`src/sv/dsc_pkg.sv`:
```
// ----------------------------------------------------------------------------
// dsc_pkg
// types, frame constants and command expansion for the spi dac sequencer
// ----------------------------------------------------------------------------
`default_nettype none

package dsc_pkg;

   typedef enum logic [2:0] {
      REQ_TICK    = 3'd0,
      REQ_INIT    = 3'd1,
      REQ_DISABLE = 3'd2,
      REQ_CURRENT = 3'd3,
      REQ_VOLTAGE = 3'd4,
      REQ_STATUS  = 3'd5,
      REQ_RESET   = 3'd6,
      REQ_NOP     = 3'd7
   } req_code_type;

   // dac register addresses
   localparam logic [7:0] ADDR_NOP     = 8'h00;
   localparam logic [7:0] ADDR_DATA    = 8'h01;
   localparam logic [7:0] ADDR_READ    = 8'h02;
   localparam logic [7:0] ADDR_CONTROL = 8'h55;
   localparam logic [7:0] ADDR_RESET   = 8'h56;
   localparam logic [7:0] ADDR_CONFIG  = 8'h57;

   // data words
   localparam logic [15:0] DATA_ZERO     = 16'h0000;
   localparam logic [15:0] RESET_KEY     = 16'h0001;
   localparam logic [15:0] RANGE_VOLTAGE = 16'h0001;
   localparam logic [15:0] RANGE_CURRENT = 16'h0006;
   localparam logic [15:0] CTRL_OUTEN    = 16'h1000;

   // readback status bits
   localparam int STAT_CRC       = 4;
   localparam int STAT_WATCHDOG  = 3;
   localparam int STAT_LOAD      = 2;
   localparam int STAT_SLEW      = 1;
   localparam int STAT_OVER_TEMP = 0;

   localparam int         CAPTURE_BIT    = 24;
   localparam logic [4:0] FRAME_MSB      = 5'd23;
   localparam int         MAX_CMD_FRAMES = 4;

   // capture flag, address byte, data word
   typedef logic [24:0] frame_type;

   typedef struct packed {
      logic [2:0]                          count;
      frame_type [MAX_CMD_FRAMES-1:0]      frames;
   } cmd_frames_type;

   typedef struct packed {
      logic           valid;
      cmd_frames_type cmd;
   } load_type;

   typedef struct packed {
      logic        mosi_bit;
      logic        clock_pulse;
      logic        latch_pulse;
      logic        read_valid;
      logic [15:0] read_word;
      logic        busy;
      logic        empty;
   } queue_status_type;

   typedef struct packed {
      logic [2:0]         req_type;
      logic signed [23:0] setpoint;
      logic               miso_bit;
   } req_item_type;

   typedef struct packed {
      logic        mosi_bit;
      logic        clock_pulse;
      logic        latch_pulse;
      logic        busy_res;
      logic        cmd_rejected;
      logic        read_valid;
      logic [15:0] read_word;
      logic        crc_fault;
      logic        watchdog_fault;
      logic        load_fault;
      logic        slew_active;
      logic        over_temp;
   } rsp_item_type;

   function automatic frame_type make_frame(input logic [7:0] addr, input logic [15:0] data,
                                            input logic capture);
      return {capture, addr, data};
   endfunction

   // frames queued for one command, first frame at index 0
   function automatic cmd_frames_type cmd_frames(input req_code_type code,
                                                 input logic [15:0] dac_code);
      cmd_frames_type f;
      f.count  = 3'd0;
      f.frames = '0;
      case (code)
         REQ_INIT: begin
            f.count     = 3'd3;
            f.frames[0] = make_frame(ADDR_CONFIG, DATA_ZERO, 1'b0);
            f.frames[1] = make_frame(ADDR_CONTROL, RANGE_VOLTAGE, 1'b0);
            f.frames[2] = make_frame(ADDR_DATA, DATA_ZERO, 1'b0);
         end
         REQ_DISABLE: begin
            f.count     = 3'd1;
            f.frames[0] = make_frame(ADDR_CONTROL, RANGE_VOLTAGE, 1'b0);
         end
         REQ_CURRENT: begin
            f.count     = 3'd2;
            f.frames[0] = make_frame(ADDR_CONTROL, CTRL_OUTEN | RANGE_CURRENT, 1'b0);
            f.frames[1] = make_frame(ADDR_DATA, dac_code, 1'b0);
         end
         REQ_VOLTAGE: begin
            f.count     = 3'd2;
            f.frames[0] = make_frame(ADDR_CONTROL, CTRL_OUTEN | RANGE_VOLTAGE, 1'b0);
            f.frames[1] = make_frame(ADDR_DATA, dac_code, 1'b0);
         end
         REQ_STATUS: begin
            f.count     = 3'd2;
            f.frames[0] = make_frame(ADDR_READ, DATA_ZERO, 1'b0);
            f.frames[1] = make_frame(ADDR_NOP, DATA_ZERO, 1'b1);
         end
         REQ_RESET: begin
            f.count     = 3'd4;
            f.frames[0] = make_frame(ADDR_RESET, RESET_KEY, 1'b0);
            f.frames[1] = make_frame(ADDR_CONFIG, DATA_ZERO, 1'b0);
            f.frames[2] = make_frame(ADDR_CONTROL, RANGE_VOLTAGE, 1'b0);
            f.frames[3] = make_frame(ADDR_DATA, DATA_ZERO, 1'b0);
         end
         default: begin
            f.count = 3'd0;
         end
      endcase
      return f;
   endfunction

endpackage

`default_nettype wire

```
`src/sv/dsc_chan_if.sv`:
```
// ----------------------------------------------------------------------------
// dsc_chan_if
// valid/ready channel carrying one item
// ----------------------------------------------------------------------------
`default_nettype none

interface dsc_chan_if #(parameter type item_type = logic) ();
   logic     valid;
   logic     ready;
   item_type item;

   modport source (output valid, output item, input ready);
   modport sink (input valid, input item, output ready);
endinterface

`default_nettype wire

```
`src/sv/dsc_scale.sv`:
```
// ----------------------------------------------------------------------------
// dsc_scale
// clamps a signed q8.16 setpoint to full scale and converts it to a 16-bit
// dac code, rounded half up
// ----------------------------------------------------------------------------
`default_nettype none

module dsc_scale
   import dsc_pkg::*;
(
   input  logic signed [23:0] setpoint,
   input  logic               is_current,
   output logic [15:0]        dac_code
);

   localparam int         FS_CURRENT  = 20;
   localparam int         FS_VOLTAGE  = 10;
   localparam logic [20:0] DEN_CURRENT = 21'(FS_CURRENT * 65536);
   localparam logic [20:0] DEN_VOLTAGE = 21'(FS_VOLTAGE * 65536);
   // floor(2^24 / 5)
   localparam logic [21:0] RECIP5      = 22'((1 << 24) / 5);

   logic [20:0] den;
   logic [20:0] clamped;
   logic [37:0] numer;
   logic [20:0] scaled;
   logic [18:0] quot_in;
   logic [40:0] prod;
   logic [16:0] q_est;
   logic [18:0] rem;
   logic [16:0] q_fix;

   always_comb begin
      den = is_current ? DEN_CURRENT : DEN_VOLTAGE;
      if (setpoint[23]) begin
         clamped = '0;
      end else if (setpoint[22:0] > 23'(den)) begin
         clamped = den;
      end else begin
         clamped = setpoint[20:0];
      end
      // s * 65535 * 2 + den, then divide by 2^17 and by full scale
      numer   = (38'(clamped) << 17) - (38'(clamped) << 1) + 38'(den);
      scaled  = numer[37:17];
      quot_in = is_current ? 19'(scaled >> 2) : 19'(scaled >> 1);
      prod    = 41'(quot_in) * 41'(RECIP5);
      q_est   = prod[40:24];
      rem     = quot_in - (19'({q_est, 2'b00}) + 19'(q_est));
      q_fix   = (rem >= 19'd5) ? q_est + 17'd1 : q_est;
      dac_code = (q_fix > 17'h0FFFF) ? 16'hFFFF : q_fix[15:0];
   end

endmodule

`default_nettype wire

```
`src/sv/dsc_frame_queue.sv`:
```
// ----------------------------------------------------------------------------
// dsc_frame_queue
// frame queue with head shifter: one bit per tick, latch after bit 0,
// miso capture for status frames
// ----------------------------------------------------------------------------
`default_nettype none

module dsc_frame_queue
   import dsc_pkg::*;
#(
   parameter int QUEUE_DEPTH = 4
)
(
   input  logic             clock,
   input  logic             reset,
   input  load_type         load,
   input  logic             tick,
   input  logic             miso_bit,
   output queue_status_type status
);

   localparam int CNT_W  = $clog2(QUEUE_DEPTH + 1);
   localparam int LOAD_N = (QUEUE_DEPTH < MAX_CMD_FRAMES) ? QUEUE_DEPTH : MAX_CMD_FRAMES;

   frame_type        queue_ff [QUEUE_DEPTH];
   frame_type        queue_in [QUEUE_DEPTH];
   logic [CNT_W-1:0] count_ff, count_in;
   logic [4:0]       bit_index_ff, bit_index_in;
   logic [15:0]      miso_shift_ff, miso_shift_in;

   frame_type head;
   logic [4:0] bsel;
   logic       shifting;
   logic       last;

   always_comb begin
      head     = queue_ff[0];
      bsel     = (bit_index_ff > FRAME_MSB) ? FRAME_MSB : bit_index_ff;
      shifting = tick && (count_ff != '0);
      last     = shifting && (bsel == 5'd0);

      queue_in      = queue_ff;
      count_in      = count_ff;
      bit_index_in  = bit_index_ff;
      miso_shift_in = miso_shift_ff;

      if (shifting) begin
         miso_shift_in = {miso_shift_ff[14:0], head[CAPTURE_BIT] & miso_bit};
         bit_index_in  = last ? FRAME_MSB : bsel - 5'd1;
      end

      // loads only happen with an empty queue, so never together with a pop
      if (load.valid) begin
         for (int i = 0; i < LOAD_N; i++) begin
            queue_in[i] = load.cmd.frames[i];
         end
         count_in = CNT_W'(load.cmd.count);
      end else if (last) begin
         for (int i = 0; i < QUEUE_DEPTH - 1; i++) begin
            queue_in[i] = queue_ff[i + 1];
         end
         count_in = count_ff - CNT_W'(1);
      end

      status.mosi_bit    = shifting & head[bsel];
      status.clock_pulse = shifting;
      status.latch_pulse = last;
      status.read_valid  = last & head[CAPTURE_BIT];
      status.read_word   = status.read_valid ? miso_shift_in : 16'h0000;
      status.busy        = (count_in != '0);
      status.empty       = (count_ff == '0);
   end

   always_ff @(posedge clock) begin
      if (reset) begin
         count_ff      <= '0;
         bit_index_ff  <= FRAME_MSB;
         miso_shift_ff <= '0;
      end else begin
         count_ff      <= count_in;
         bit_index_ff  <= bit_index_in;
         miso_shift_ff <= miso_shift_in;
      end
   end

   always_ff @(posedge clock) begin
      queue_ff <= queue_in;
   end

endmodule

`default_nettype wire

```
`src/sv/dac_spi_command_sequencer.sv`:
```
// ----------------------------------------------------------------------------
// dac_spi_command_sequencer
// command-level sequencer for a 24-bit spi mode-0 dac
// ----------------------------------------------------------------------------
// Every req item gives exactly one rsp item, through an input register and
// then a result register, and a new item is taken every clock while rsp is
// ready. A command item (init, disable, set current, set voltage, read status,
// reset) loads its frames into the queue when the queue is empty and is
// otherwise rejected; a tick item shifts one bit of the head frame out on
// mosi_bit, msb first, samples miso_bit and pulses latch after bit 0. A status
// read returns the 16 bits captured during its nop frame with the flags
// decoded. The longest path is the setpoint-to-code conversion: one 19x22
// multiply by a reciprocal plus a compare-and-correct.
`default_nettype none

module dac_spi_command_sequencer
   import dsc_pkg::*;
#(
   parameter int QUEUE_DEPTH = 4
)
(
   input  logic       clock,
   input  logic       reset,
   dsc_chan_if.sink   req,
   dsc_chan_if.source rsp
);

   req_item_type item_ff, item_in;
   logic         in_valid_ff, in_valid_in;
   rsp_item_type rsp_ff, rsp_in;
   logic         out_valid_ff, out_valid_in;

   logic             advance;
   logic             take;
   req_code_type     code;
   logic             is_cmd;
   logic             tick;
   logic [15:0]      dac_code;
   load_type         load;
   queue_status_type qstat;

   assign advance   = in_valid_ff && (!out_valid_ff || rsp.ready);
   assign req.ready = !in_valid_ff || advance;
   assign take      = req.valid && req.ready;
   assign rsp.valid = out_valid_ff;
   assign rsp.item  = rsp_ff;

   always_comb begin
      code = req_code_type'(item_ff.req_type);
      case (code)
         REQ_INIT, REQ_DISABLE, REQ_CURRENT, REQ_VOLTAGE, REQ_STATUS, REQ_RESET: begin
            is_cmd = 1'b1;
         end
         default: begin
            is_cmd = 1'b0;
         end
      endcase
      tick       = advance && (code == REQ_TICK);
      load.valid = advance && is_cmd && qstat.empty;
      load.cmd   = cmd_frames(code, dac_code);
   end

   dsc_scale u_scale (
      .setpoint   (item_ff.setpoint),
      .is_current (code == REQ_CURRENT),
      .dac_code   (dac_code)
   );

   dsc_frame_queue #(
      .QUEUE_DEPTH (QUEUE_DEPTH)
   ) u_queue (
      .clock    (clock),
      .reset    (reset),
      .load     (load),
      .tick     (tick),
      .miso_bit (item_ff.miso_bit),
      .status   (qstat)
   );

   always_comb begin
      item_in     = take ? req.item : item_ff;
      in_valid_in = take || (in_valid_ff && !advance);
      out_valid_in = advance || (out_valid_ff && !rsp.ready);

      rsp_in = rsp_ff;
      if (advance) begin
         rsp_in.mosi_bit       = qstat.mosi_bit;
         rsp_in.clock_pulse    = qstat.clock_pulse;
         rsp_in.latch_pulse    = qstat.latch_pulse;
         rsp_in.busy_res       = qstat.busy;
         rsp_in.cmd_rejected   = is_cmd && !qstat.empty;
         rsp_in.read_valid     = qstat.read_valid;
         rsp_in.read_word      = qstat.read_word;
         rsp_in.crc_fault      = qstat.read_word[STAT_CRC];
         rsp_in.watchdog_fault = qstat.read_word[STAT_WATCHDOG];
         rsp_in.load_fault     = qstat.read_word[STAT_LOAD];
         rsp_in.slew_active    = qstat.read_word[STAT_SLEW];
         rsp_in.over_temp      = qstat.read_word[STAT_OVER_TEMP];
      end
   end

   always_ff @(posedge clock) begin
      if (reset) begin
         in_valid_ff  <= 1'b0;
         out_valid_ff <= 1'b0;
      end else begin
         in_valid_ff  <= in_valid_in;
         out_valid_ff <= out_valid_in;
      end
   end

   always_ff @(posedge clock) begin
      item_ff <= item_in;
      rsp_ff  <= rsp_in;
   end

endmodule

`default_nettype wire

```
`src/flat_wrapper.sv`:
```
// flat-port wrapper written by rule: the top's interface ports become plain ports
module dac_spi_command_sequencer_flat import dsc_pkg::*;
#(
   parameter int QUEUE_DEPTH = 4
)
  (clock, reset, req_valid, req_item, req_ready, rsp_valid, rsp_item, rsp_ready);
  dsc_chan_if #(.item_type(req_item_type)) req_i ();
  dsc_chan_if #(.item_type(rsp_item_type)) rsp_i ();
  input  logic clock;
  input  logic reset;
  input wire logic [$bits(req_i.valid)-1:0] req_valid;
  input wire logic [$bits(req_i.item)-1:0] req_item;
  output wire logic [$bits(req_i.ready)-1:0] req_ready;
  output wire logic [$bits(rsp_i.valid)-1:0] rsp_valid;
  output wire logic [$bits(rsp_i.item)-1:0] rsp_item;
  input wire logic [$bits(rsp_i.ready)-1:0] rsp_ready;
  assign req_i.valid = req_valid;
  assign req_i.item = req_item;
  assign req_ready = req_i.ready;
  assign rsp_valid = rsp_i.valid;
  assign rsp_item = rsp_i.item;
  assign rsp_i.ready = rsp_ready;
  dac_spi_command_sequencer #(.QUEUE_DEPTH(QUEUE_DEPTH)) u_core (.clock(clock), .reset(reset), .req(req_i), .rsp(rsp_i));
endmodule
```
`config.mk`:
```
export PLATFORM = sky130hd
export DESIGN_NAME = dac_spi_command_sequencer_flat
export DESIGN_NICKNAME = d
export VERILOG_FILES = /design/src/sv/dsc_pkg.sv /design/src/sv/dsc_chan_if.sv /design/src/sv/dsc_scale.sv /design/src/sv/dsc_frame_queue.sv /design/src/sv/dac_spi_command_sequencer.sv /design/src/flat_wrapper.sv
export SDC_FILE = /design/constraint.sdc
export NUM_CORES = 1
export LEC_CHECK = 0
export BUFFER_PORTS_ARGS = -buffer_cell sky130_fd_sc_hd__buf_2
export CORE_MARGIN = 2
export CORE_UTILIZATION = 70
export DETAILED_ROUTE_END_ITERATION = 12
export MAX_ROUTING_LAYER = met4
export PLACE_DENSITY = 0.95
export SETUP_SLACK_MARGIN = 0.05
export SYNTH_ARGS = -nofsm -noshare
export SYNTH_HDL_FRONTEND = slang
export SYNTH_HIERARCHICAL = 1
export SYNTH_SLANG_ARGS = --single-unit
```
`constraint.sdc`:
```
create_clock -name clock -period 33 [get_ports clock]
set_input_delay 6.6 -clock clock [delete_from_list [all_inputs] [get_ports clock]]
set_output_delay 6.6 -clock clock [all_outputs]
set_load 0.03 [all_outputs]
```
# Word-level counts from Yosys, hierarchy flattened
# Cells that the tools add are included.
[word_totals]
regBits = 181
latchBits = 0
ram_bits = 0
mem_bits_ro = 0
inputBits = 32
output_inout_bits = 29
mem_count = 0
[classes]
n_addsub = 7
mul = 1
n_div = 0
n_lt_le_gt_ge = 5
eq_ne = 6
n_shift = 0
n_mux = 22
bitwise_logic = 3
n_reduce_logical = 28
[op_table]
columns = ["op", "n"]
rows = [
  ["75-bit 2-to-1 mux", 2],
  ["23-bit case mux with 6 select lines", 1],
  ["25-bit case mux with 4 select lines", 1],
  ["21-bit 2-to-1 mux", 3],
  ["23-bit case mux with 2 select lines", 1],
  ["19-bit by 22-bit multiplier with 41-bit output (second input constant)", 1],
  ["38-bit by 21-bit adder with 38-bit output", 1],
  ["38-bit by 22-bit subtractor with 38-bit output", 1],
  ["17-bit 2-to-1 mux", 2],
  ["16-bit 2-to-1 mux", 2],
  ["23-bit by 21-bit greater-than comparator with 1-bit output", 1],
  ["19-bit by 17-bit adder with 19-bit output", 1],
  ["19-bit by 3-bit >= comparator with 1-bit output (second input constant)", 1],
  ["19-bit 2-to-1 mux", 1],
  ["19-bit subtractor", 1],
  ["17-bit by 1-bit adder with 17-bit output (second input constant)", 1],
  ["17-bit by 16-bit greater-than comparator with 1-bit output (second input constant)", 1],
  ["5-bit 2-to-1 mux", 3],
  ["3-bit case mux with 4 select lines", 1],
  ["1-bit logical AND", 10],
  ["3-bit == test (second input constant)", 3],
  ["3-bit by 2-bit == test with 1-bit output (second input constant)", 2],
  ["3-bit zero test", 2],
  ["5-bit by 6-bit less-than comparator with 1-bit output (second input constant)", 1],
  ["16 further kinds", 28],
]

# Depth between registers and ports, before layout
[logic_depth]
word_depth = 17
mapped_depth = 70

# Cells and area by module
# The synthesis kept the hierarchy.
[by_module_without_submodules]
columns = ["mod", "instances", "cells_per_inst", "area_per_inst_um2"]
rows = [
  ["dsc_scale", 1, 1293, 9923.3],
  ["dsc_frame_queue", 1, 357, 5295.1],
  ["dac_spi_command_sequencer", 1, 121, 2018.2],
]

# Least setup slack after synthesis
# No wires, ideal clock.
[synth_timing]
kind = "flip-flop to flip-flop"
startpoint = "reg u_core.item_ff, in the netlist u_core/code[1]"
endpoint = "reg u_core/u_queue/queue_ff[50] (netlist name), data pin"
setup_time_ps = 260
arrival_ps = 15199
required_ps = 32740
setup_slack_ps = 17541
path_stages_with_launch = 64
n_path_buf = 5
period_less_slack_ps = 15459
path_cell_list = "edfxtp_1 buf_4 and2_1 inv_2 buf_1 ha_1 nor2b_1 o31a_1 nor2_1 nor2_1 nor2_1 clkbuf_1 nand2_1 fa_1 inv_1 ha_1 a21o_1 a31oi_1 [28 not listed] ha_1 clkbuf_1 or3b_2 o221ai_1 or4_1 nor4_1 nand4_1 nor4_1 nand4_1 nor4b_1 o21ai_1 clkbuf_1 xnor2_1 nand3_1 nor4bb_1 a21oi_1 o21ai_0 mux2_2"
[synth_rtl]
columns = ["item", "line", "text"]
rows = [
  ["start, declared", "dac_spi_command_sequencer.sv:28", "req_item_type item_ff, item_in;"],
  ["start signal, assigned", "dac_spi_command_sequencer.sv:113", "item_ff <= item_in;"],
  ["end signal, assigned", "dsc_frame_queue.sv:87", "queue_ff <= queue_in;"],
  ["end, declared", "dsc_frame_queue.sv:25", "frame_type queue_ff [QUEUE_DEPTH];"],
]

==> summary.txt <==
Async S/R FF share, synth - 0
Max-cap violation count - 0
Router iterations before antenna repair - 7
Clock Sinks - 176
DR DRC count - 0
Tot GR Track Use - 0.368
Chip height - 161 um
Adder-cell share of the synthesized area - 0.247
Final net count - 2168
# Post-CTS Setup Buffers - 0
Tightest Pin Transition - 1.10 ns
Sequential area share after synthesis - 0.292
Routability congestion estimate - 1.03
Clk Latency, worst-skew pair - 0.45 ns
Crit path time final - 18.73 ns
Setup CP Type - flip-flop to flip-flop
Fill cells - 1612
Core Rows - 57
Synth cell types - 98
Cell with the most instances after synthesis - inv_1
Final Hold Fails - 0
Post-synth EDFFs - 150
Post-Synth XOR/XNOR Area - 0.0213
Max incr delay on CP - 0.71 ns
IO Pins - 61
CP max stage cell - edfxtp_1
Mux cell area share after synthesis - 0.0753
RSZ-0062 raised after global routing - false
Area delta synth->final - 7.38%
Vias/cell - 6.38
CTS resizes - 0
Clock buffer depth - 2
Fin Clk Skew - 0.0272 ns
Vias in the first global route - 13800
Largest net degree at the start of global routing - 87
Top post-synthesis cells by count - 254 x inv_1, 176 x ha_1, 150 x edfxtp_1
Total CTS buffers - 17
#FFs+latches synth - 176
# hold bufs at CTS - 0
Setup violators final - 0
Simple-gate portion of the synthesized area - 0.155
Final ANT Viol Nets - 0
Initial drt markers - 1697
Largest family of logic cells by synthesized area - adder cells
Crit path max fanout - 33
Post-synthesis compound-gate area fraction - 0.136
Mapped Area - 0.0172 mm^2
Slew headroom - 0.265
Worst setup SP type - flip-flop
HPWL after DPL - 35500 um
Outcome - completed
Die footprint - 0.0259 mm^2
CP Buf/Inv Count - 8
Total gr overflow - 0
First-pass GRT wire length - 72700 um
Post-route setup TNS - 0 ns
Antenna cells - 0
CTS H-tree depth - 4
Leading area contributor after synthesis - edfxtp_1
Hold Crit Class - flip-flop to flip-flop
Core region area - 0.0242 mm^2
Routed WL - 45400 um
Die X - 161 um
Ys Warns - 6
Yosys top cell area share - 0.261
Crit end category - flip-flop
CTS tree - done
Max Slew Vio Count - 0
PortBufs - 60
DR vias - 14000
Period utilisation layout - 0.567
Initial antenna violation count - 0
Cells after synthesis - 1771
Post-DR wirelength/cell - 20.7 um
Max Clock Freq - 53.4 MHz
Top delay family on crit path - simple AND/OR/NAND/NOR gates
Initial Utilization - 0.711
Layout cells sized above 1 - 0.127
Root buffer cell - clkbuf_16
Clock-pin slew on the worst setup and hold paths - 0.09 ns
CP arrival - 18.91 ns
Main flop type after synthesis - edfxtp_1
Avg Cell Area, Syn - 9.73 um^2
Req. time, crit path - 33.18 ns
Synth area leaders - edfxtp_1 26%, ha_1 13%, fa_1 12%
## stage by stage
| step | instances | setup WS, ns | util | hold WS (ns) | cell area (um^2) |
|---|---|---|---|---|---|
| 2_1_floorplan | 1833 | 17.54 | - | 0.454 | 17500 |
| 3_3_place_gp | 2162 | 15.53 | 0.739 | 0.475 | 17900 |
| 3_5_place_dp | 2162 | 14.92 | 0.739 | 0.494 | 17900 |
| 4_1_cts | 2194 | 14.80 | 0.763 | 0.516 | 18500 |
| 5_1_grt | 2194 | 13.12 | 0.763 | 0.555 | 18500 |
| 6_report | 2194 | 14.27 | 0.763 | 0.518 | 18500 |
## cell families after synthesis
kind of cell               count (synthesis)
AOI/OAI and AO/OA                        344
xor gates and xnor gates                  42
muxes                                    118
buffers and inverters                    316
and+or+nand+nor                          495
adders and majority gates                279
DFF                                      176
other                                      1
## layout make-up
type,instances,area (um^2),share of cell area
clock buffer,18,429,0.0232
sequential,176,5020,0.271
timing repair buffer,65,338,0.0183
inverter,256,961,0.0519
tap,324,405,0.0219
clock inverter,14,158,0.00852
multi-input combinational,1341,11200,0.605
## metal layers
metal,up-vias,GRT usage,share of wire
met4,0,0.109,0.029
met1,6766,0.497,0.42
met2,708,0.596,0.48
li1,6414,-,-
met3,102,0.0382,0.071
met5,-,-,0
## sequential cells by signal, indices dropped and copies added, names as in the netlist
register,count
u_core/u_queue/miso_shift_ff,16
u_core/u_queue/head,25
u_core/rsp.item,22
u_core/item_ff,25
u_core/u_queue/bit_index_ff,5
u_core/u_queue/count_ff,3
u_core/in_valid_ff,1
u_core/u_queue/queue_ff,75
u_core/rsp.valid,1
u_core/code,3
## layout by cell type (no fill, tap or decap), types with 33 or more instances in the layout
| cell | n |
|---|---|
| inv_1 | 254 |
| ha_1 | 176 |
| edfxtp_1 | 150 |
| nor2_1 | 116 |
| nand2_1 | 103 |
| fa_1 | 103 |
| a21oi_1 | 90 |
| mux2_2 | 83 |
| conb_1 | 63 |
| buf_2 | 60 |
| o21ai_0 | 60 |
| nand4_1 | 41 |
| mux2i_1 | 34 |
| nor3_1 | 33 |
## tightest hold or removal path, stage by stage, from the launching register on
cell and delay (ns):
dfxtp_1 0.32, mux2i_1 0.08, nor2_1 0.09
## worst paths after layout
check                                   startpoint                               end  slack [ns]  depth (start not counted)
setup / recovery                    u_core/code[0]       u_core/u_queue/queue_ff[50]       14.27                         61
hold / removal    u_core/u_queue/miso_shift_ff[15]  u_core/u_queue/miso_shift_ff[15]        0.52                          2
setup reg to reg                    u_core/code[0]       u_core/u_queue/queue_ff[50]       14.27                         61
hold reg to reg   u_core/u_queue/miso_shift_ff[15]  u_core/u_queue/miso_shift_ff[15]        0.52                          2
Power is not shown: default switching activity piles up to over one toggle a cycle in this logic, so the estimate is an artifact.
